`src/sv/sgoc_pkg.sv`:
```
// Shared types and constants for the segment grid overlap counter.
// No dependencies; every other file of the block but sgoc_ram imports this package.
package sgoc_pkg;

    localparam int CoordW        = 10;
    localparam int SizeW         = 11;
    localparam int CountW        = 21;
    localparam int StatusW       = 2;
    localparam int HitW          = 2;
    localparam int CfgIdxW       = 2;
    localparam int GridDimDefault = 1024;

    localparam logic [HitW-1:0]   HitSat    = HitW'(2);
    localparam logic [CountW-1:0] CountMax  = '1;
    localparam logic [SizeW-1:0]  SizeReset = SizeW'(1024);

    // configuration register indexes
    typedef enum logic [CfgIdxW-1:0] {
        CFG_DIAG = 2'd0,
        CFG_COLS = 2'd1,
        CFG_ROWS = 2'd2
    } t_cfg_idx;

    // per-segment status code
    typedef enum logic [StatusW-1:0] {
        ST_DRAWN       = 2'd0,
        ST_DIAG_OFF    = 2'd1,
        ST_SLANTED     = 2'd2,
        ST_OUT_OF_GRID = 2'd3
    } t_seg_status;

    typedef struct packed {
        logic load;     // capture endpoints of a new item
        logic check;    // classify segment, set step count
        logic draw;     // issue read for one cell, step to next
        logic clear;    // write zero at sweep address, advance sweep
    } t_dp_cmd;

    typedef struct packed {
        logic drawable;    // classification says draw
        logic last_cell;   // current cell is the segment's last
        logic clear_last;  // sweep is at the final address
    } t_dp_stat;

endpackage

```
`src/sv/sgoc_ctrl.sv`:
```
// Sequencer for the overlap counter: clear sweep, classify, draw, report.
// Depends on sgoc_pkg for the command and status structs.
module sgoc_ctrl (
    input  logic               i_clk,
    input  logic               i_rst_n,
    input  logic               i_start,
    input  sgoc_pkg::t_dp_stat i_stat,
    output sgoc_pkg::t_dp_cmd  o_cmd,
    output logic               o_busy,
    output logic               o_strobe
);
    import sgoc_pkg::*;

    typedef enum logic [5:0] {
        S_CLEAR = 6'b000001,
        S_IDLE  = 6'b000010,
        S_CHECK = 6'b000100,
        S_DRAW  = 6'b001000,
        S_DRAIN = 6'b010000,
        S_DONE  = 6'b100000
    } t_state;

    t_state r_state;
    t_state n_state;

    always_comb begin
        n_state = r_state;
        o_cmd   = '0;
        case (r_state)
            S_CLEAR: begin
                o_cmd.clear = 1'b1;
                if (i_stat.clear_last) begin
                    n_state = S_IDLE;
                end
            end
            S_IDLE: begin
                if (i_start) begin
                    o_cmd.load = 1'b1;
                    n_state    = S_CHECK;
                end
            end
            S_CHECK: begin
                o_cmd.check = 1'b1;
                n_state     = i_stat.drawable ? S_DRAW : S_DONE;
            end
            S_DRAW: begin
                o_cmd.draw = 1'b1;
                if (i_stat.last_cell) begin
                    n_state = S_DRAIN;
                end
            end
            S_DRAIN: n_state = S_DONE;   // final write-back
            S_DONE:  n_state = S_IDLE;
            default: n_state = S_CLEAR;
        endcase
    end

    always_ff @(posedge i_clk) begin
        if (!i_rst_n) begin
            r_state <= S_CLEAR;
        end else begin
            r_state <= n_state;
        end
    end

    assign o_busy   = (r_state != S_IDLE);
    assign o_strobe = (r_state == S_DONE);

endmodule

```
`config.mk`:
```
export PLATFORM = sky130hd
export DESIGN_NAME = sgoc_ctrl
export DESIGN_NICKNAME = d
export VERILOG_FILES = /design/src/sv/sgoc_pkg.sv /design/src/sv/sgoc_ctrl.sv
export SDC_FILE = /design/constraint.sdc
export NUM_CORES = 1
export LEC_CHECK = 0
export ABC_AREA = 1
export BUFFER_PORTS_ARGS = -buffer_cell sky130_fd_sc_hd__buf_2
export CAP_MARGIN = 15
export CORE_AREA = 5 5 42 44
export DETAILED_ROUTE_END_ITERATION = 8
export DIE_AREA = 0 0 47 49
export GPL_ROUTABILITY_DRIVEN = 0
export PLACE_DENSITY = 0.52
export SLEW_MARGIN = 10
export SYNTH_ARGS = -nofsm -noshare
export SYNTH_HDL_FRONTEND = slang
export SYNTH_SLANG_ARGS = --single-unit
```
`constraint.sdc`:
```
create_clock -name i_clk -period 1.5 [get_ports i_clk]
set_input_delay 0.3 -clock i_clk [delete_from_list [all_inputs] [get_ports i_clk]]
set_output_delay 0.3 -clock i_clk [all_outputs]
set_load 0.05 [all_outputs]
```
Word level (Yosys, flattened, before mapping)
Index checks and enable logic that the tools add are counted.
W data, S select, Z words.

operators by class
  equal/unequal tests = 10
  muxes and demuxes = 10
  reduce and logical (&&, ||, !) cells = 1

operators by type and width
  operator              number
  $pmux W6 S6           1
  $mux W6               4
  $eq A6 B1 Y1 const B  1
  $eq A6 B2 Y1 const B  1
  $eq A6 B3 Y1 const B  1
  $eq A6 B4 Y1 const B  1
  $eq A6 B5 Y1 const B  1
  $eq A6 B6 Y1 const B  1
  $ne A2 B2 Y1 const B  3
  $ne A6 B2 Y1 const B  1
  $mux W1               5
  $reduce_and A3 Y1     1

storage, ports and cells
  flip-flop bits (word level) = 6
  output and inout bits = 6
  logic and storage cells = 22

Logic depth before layout (Yosys ltp)
Gate-level depths: netlist of run 1.

  depth in word-level cells = 3
  depth in mapped cells = 7
  depth with buffers taken out = 7

Worst setup path before layout of run 1
OpenSTA, ideal clock, no wires.

  path kind = reg-to-output
  start = register r_state[1]
  end = output port o_cmd[3] (netlist name)
  data arrival time = 1.606 ns
  required time = 1.200 ns
  slack = -0.406 ns
  stages on the path, launching flop included = 5
  cells stage by stage = dfxtp_1 > inv_1 > nor2_1 > nand3_2 > nor2_1

RTL lines
  element                 line             RTL
  from (decl)             sgoc_ctrl.sv:23  t_state r_state;
  from (signal assigned)  sgoc_ctrl.sv:62  r_state <= n_state;
  to (decl)               sgoc_ctrl.sv:8   output sgoc_pkg::t_dp_cmd o_cmd,

==> results by group, run 1 <==
Worst setup path
  • Critical path type: reg -> out
  • Worst endpoint data arrival time: roughly 1.2 ns
  • Critical Path RT: between 1 and 1.5 ns
  • CP Launch Type: flip-flop
  • CP Max Fanout: 7
  • CP endpoint kind: output pin

Global route
  • Vias in the first global route: 371
  • Global Route Usage Sum: roughly 8.5%
  • Grt ovf: 0
  • Pin count of the biggest net entering global routing: 8
  • First-pass GRT wire length: 1.41 mm
  • Initial antenna violation count: 0

Routing
  • Initial DRC Count: 3
  • DRC viols: 0
  • Antenna-violating nets left: 0
  • WL final: about 870 microns
  • Via Count: 400
  • DR WL/cell: about 10 microns
  • Vias/cell: roughly 4.5
  • Drt pass-1 iters: 4

Layout
  • Final #Nets: 80
  • Largest Register: r_state
  • Largest regs: r_state x6
  • Final instance area: about 570 sq um
  • Layout area overhead: 52.5%
  • Fraction of layout cells with a size suffix above 1: between 40% and 50%
  • Number of antenna diodes: 0
  • Max FFs per register: 6
  • Final Non-Filler Cells: between 80 and 90
  • Core Util, Final: between 40 and 50%

STA
  • RSZ-0062 raised after global routing: true
  • Final critical-path share of the clock period: 101%
  • Final worst slack: -0.00858 ns
  • Final setup vio count: 1
  • Tmin final: 1.51 ns
  • Total negative slack: -0.00858 ns
  • Max-Slew Margin vs Limit: around 84%
  • Final Hold Vio Count: 0
  • Clock Skews: ~0.0018 ns
  • Final slew viol count: 0
  • FMAX: 663 MHz
  • Slew @ Worst Pin: about 0.24 ns

Floorplanning
  • Boundary Pins: 12
  • Initial Util: between 20% and 30%
  • Core area: around 0.0014 sq mm
  • Die ar.: around 0.0023 sq mm
  • Die X: 47 microns
  • Core Rows: 14
  • Die Y: just under 50 microns

Logic synthesis
  • Mapped Nets: 60
  • Syn Std Cell Area: between 300 and 400 sq um
  • Synth top area share: between 30 and 40%
  • Synth area leaders: dfxtp_1, inv_1, nor2_4, nor2_1, nand3_1
  • Post-synthesis cell type count: 14
  • Synthesis Warnings: 0
  • Sequential share of the synthesized area: between 30% and 40%
  • Post-Synthesis Cells: 54
  • Post-Syn Area per Cell: between 6 and 7 sq um
  • #FFs+latches synth: 6
  • Cell taking the most area after synthesis: dfxtp_1

Placement
  • Final HPWL DP: about 700 microns
  • Area after DPL: 462 sq um
  • Placement Setup Slack: slightly above 0.08 ns
  • # port buffers: 11
  • Placed insts: 81

Power
  • Power Density: between 900 and 1000 mW/mm^2
  • Pleak: around 0.00028 uW
  • Largest vdd supply drop: roughly 420 uV

Clocking
  • Clock latency on the worst-skew pair: about 0.24 ns
  • TritonCTS clock tree: yes
  • Num CTS Buffers: 3
  • H-tree depth: 1
  • Clk root buf: clkbuf_4
  • Clock transition at path regs: around 0.05 ns
  • Clock Sinks: 6
  • Max clock buf depth: 2

Run status
  • Outcome: complete, but fails checks
  • Failing checks: setup timing

Worst hold path
  • Tightest Hold Check Type: in -> reg

Run
  • Max Cap Viol: 0
==> worst max-delay path: stages (launching register included) <==
cell	delay, ns
dfxtp_2	0.33
nor2_4	0.23
nand3_1	0.14
inv_1	0.10
buf_6	0.16
==> final cells by class <==
class / instances / area, sq um
timing repair buffer: 15 / 124
sequential: 6 / 126
fill: 163 / 835
clock buffer: 3 / 22.5
inverter: 13 / 48.8
multi-input combinational: 35 / 225
tap: 16 / 20.0
==> layer usage <==
layer  up-vias  routed length [microns]  GRT usage, %
met4         0                        6          4.15
li1        208                        -             -
met5         -                        0             0
met1       183                      351          9.25
met3         2                       35          3.32
met2         7                      475          13.8
==> through the flow <==
step | hold slack (ns) | power, uW
global placement | 0.571 | 355
finish | 0.316 | 526
global route | 0.322 | 555
detailed placement | 0.573 | 355
CTS | 0.314 | 529
floorplan | 0.444 | 319
==> what timing repair did <==
item                                    in CTS  in global routing
endpoints found under the setup margin       6                  6
setup buffers                                1                  3
gates resized for setup                     13                  6
hold buffers                                 0                  0
pin swaps                                    4                  7
==> cell families after synthesis <==
group	synth area share, %
and+or+nand+nor	49.2
DFF	32.3
buffers and inverters	13.1
AOI/OAI and AO/OA	5.38
==> Yosys cell counts <==
master    n
a21oi_1   3
dfxtp_1   6
inv_1    13
nand2_1   6
nand2_2   1
nand3_1   5
nand3_2   1
nand4_1   3
nand4_2   1
nor2_1    7
nor2_2    1
nor2_4    4
nor3_1    2
o21ai_1   1
==> cells in the final DEF (no fill, tap or decap) <==
master and n:
nand3_1 4, clkbuf_4 3, buf_6 3, nand4_2 1, dfxtp_2 5, buf_8 2
nor2_4 5, buf_2 6, dfxtp_1 1, buf_4 4, nor2_1 5, nand2_1 6
nor3_1 2, inv_1 13, o21ai_1 1, a21oi_1 3, nand3_4 1, nor2_2 2
nand3_2 1, nand2_2 1, nand4_1 3
==> report_power, final <==
part	switching [uW]	internal, uW	leakage [uW]
combinational	121	63.6	0.000214
clock	60.4	90.7	0.0000138
sequential	15.6	175	0.0000504
==> path summary, 6_finish.rpt <==
kind / from / to / slack (ns) / depth (start not counted)
worst max-delay path: r_state[5] / o_cmd[0] / -0.009 / 4
worst min-delay path: i_rst_n / r_state[1] / 0.32 / 3
worst min register to register: r_state[2] / r_state[4] / 0.57 / 3
worst max register to register: r_state[5] / r_state[1] / 0.32 / 6
Power figures use the tool's default switching activity.
==> inputs of run 2 (changes only) <==
--- a/config.mk
+++ b/config.mk
@@ -13,6 +13,7 @@
 export DIE_AREA = 0 0 47 49
 export GPL_ROUTABILITY_DRIVEN = 0
 export PLACE_DENSITY = 0.52
+export SETUP_SLACK_MARGIN = 0.15
 export SLEW_MARGIN = 10
 export SYNTH_ARGS = -nofsm -noshare
 export SYNTH_HDL_FRONTEND = slang
==> run 2 against run 1 <==
  * The flow now finishes without violations
  * Sequential share of layout area down 2.3 points
  * First-iteration DRC count rose to 3.0 times the previous value
  * Maximum frequency up 2.2%
  * Core utilization up 5.9 points
  * Critical endpoint is now o_strobe
  * Largest power group is now combinational cells
==> results by group, run 2 (synthesis gave the netlist of run 1 again) <==
STA
  • RSZ-0062 raised after global routing: true
  • Clock Skews: 0.000423 ns (-0.00138 ns)
  • Final critical-path share of the clock period: 98.5% (-2.1 points)
  • Total negative slack: 0 ns (+0.00858 ns)
  • Final Hold Vio Count: 0 (unchanged)
  • Slew @ Worst Pin: 0.208 ns (-0.0338 ns)
  • Final setup vio count: 0 (-1)
  • Max-Slew Margin vs Limit: 86.1% (+2.3 points)
  • Final worst slack: 0.0232 ns (+0.0318 ns)
  • Final slew viol count: 0 (unchanged)
  • FMAX: 677 MHz (+2.2%)
  • Tmin final: 1.48 ns (-0.0318 ns)

Clocking
  • Max clock buf depth: 2 (unchanged)
  • Post-CTS Hold Buffers: 0 (unchanged)
  • Clock Sinks: 6 (unchanged)
  • Clock transition at path regs: 0.04 ns (about the same)
  • H-tree depth: 1 (unchanged)
  • Num CTS Buffers: 3 (unchanged)
  • Clk root buf: clkbuf_4
  • Clock latency on the worst-skew pair: 0.24 ns (about the same)
  • TritonCTS clock tree: yes

Global route
  • First-pass GRT wire length: 1.61 mm (+14%)
  • Global Route Usage Sum: 10.0% (+1.5 points)
  • Vias in the first global route: 403 (+8.6%)
  • Initial antenna violation count: 0 (unchanged)
  • Pin count of the biggest net entering global routing: 7 (-1)
  • Grt ovf: 0 (unchanged)

Routing
  • Via Count: 432 (+8.0%)
  • Initial DRC Count: 9 (+6)
  • DR WL/cell: 10.9 microns (+10%)
  • Antenna-violating nets left: 0 (unchanged)
  • Drt pass-1 iters: 4 (unchanged)
  • WL final: 1.04 mm (+20%)
  • Vias/cell: 4.50 (-1.0%)
  • DRC viols: 0 (unchanged)

Layout
  • Max FFs per register: 6 (unchanged)
  • Number of antenna diodes: 0 (unchanged)
  • Core Util, Final: 46.3% (+5.9 points)
  • Fraction of layout cells with a size suffix above 1: 60.0% (+13 points)
  • Final instance area: 649 sq um (+15%)
  • Largest Register: r_state
  • Largest regs: r_state x6
  • Layout area overhead: 74.7%
  • Final #Nets: 88 (+10%)
  • Commonest non-fill, non-tap cell in the layout: buf_4
  • Commonest non-fill, non-tap cells in the layout: buf_4, inv_1, nand2_1, nor2_4

Floorplanning
  • Initial Util: 26.5% (unchanged)
  • Boundary Pins: 12 (unchanged)
  • Die X: 47 microns (unchanged)
  • Die ar.: 0.00230 sq mm (unchanged)
  • Core Rows: 14 (unchanged)
  • Die Y: 49 microns (unchanged)
  • Core area: 0.00140 sq mm (unchanged)

Worst setup path
  • CP Max Fanout: 5 (-2)
  • Critical path type: reg -> out
  • Worst endpoint data arrival time: 1.18 ns (-0.03 ns)
  • CP endpoint kind: output pin
  • Critical Path RT: 1.20 ns (about the same)
  • Worst reg-to-reg path cell count: 7 (+1)
  • CP Launch Type: flip-flop

Placement
  • # port buffers: 11 (unchanged)
  • Final HPWL DP: 702 microns (+2.5%)
  • Area after DPL: 472 sq um (+2.2%)
  • Placement Setup Slack: 0.140 ns (+0.0574 ns)

Run status
  • Outcome: completed

Power
  • Largest vdd supply drop: 503 uV (+19%)
  • Power Density: 881 mW/mm^2 (-5.1%)
  • Pleak: 0.000321 uW (+15%)

Worst hold path
  • Tightest Hold Check Type: in -> reg
  • Hold depth: 3 (unchanged)

Run
  • Max Cap Viol: 0 (unchanged)
## run 2: per-stage QoR
step           power (uW)  hold WS [ns]  instances
6_report              572         0.302         96
2_1_floorplan         331         0.439         54
5_1_grt               607         0.320         96
4_1_cts               548         0.302         92
3_3_place_gp          368         0.565         81
3_5_place_dp          368         0.563         81
## run 2: layer usage
layer / track usage [%] / up-vias / part of all wire [%]
li1: - / 224 / -
met4: 6.91 / 0 / 2.1
met3: 4.06 / 3 / 7.6
met2: 14.5 / 14 / 48
met1: 11.5 / 191 / 42
met5: 0 / - / 0
## run 2: cell type report
cell class,instances,area [sq um]
timing repair buffer,23,190
clock buffer,3,22.5
multi-input combinational,35,238
fill,153,752
sequential,6,130
inverter,13,48.8
tap,16,20.0
## run 2: where the power goes
part	switching (uW)	total, uW	internal [uW]	leakage, uW
logic	136	224	87.9	0.000256
clock network	60.3	151	90.6	0.0000138
registers	20.3	197	177	0.0000513
## run 2: worst max-delay path: stages, from the launching register on
cell and delay, ns:
dfxtp_2 0.33, nor2_4 0.19, nand4_1 0.15, inv_1 0.10, buf_6 0.15
## run 2: timing repair
item | in CTS | in global routing
buffers inserted | 8 | 4
setup endpoints to repair | 6 | 6
resized for setup | 19 | 5
gates cloned | 0 | 0
pin swaps | 7 | 6
## run 2: path summary, 6_finish.rpt
| path | start | end | slack [ns] |
|---|---|---|---|
| worst max-delay path | r_state[2] | o_strobe | 0.02 |
| worst min-delay path | i_stat[2] | r_state[3] | 0.30 |
| worst max register to register | r_state[4] | r_state[1] | 0.26 |
| worst min register to register | r_state[4] | r_state[5] | 0.62 |
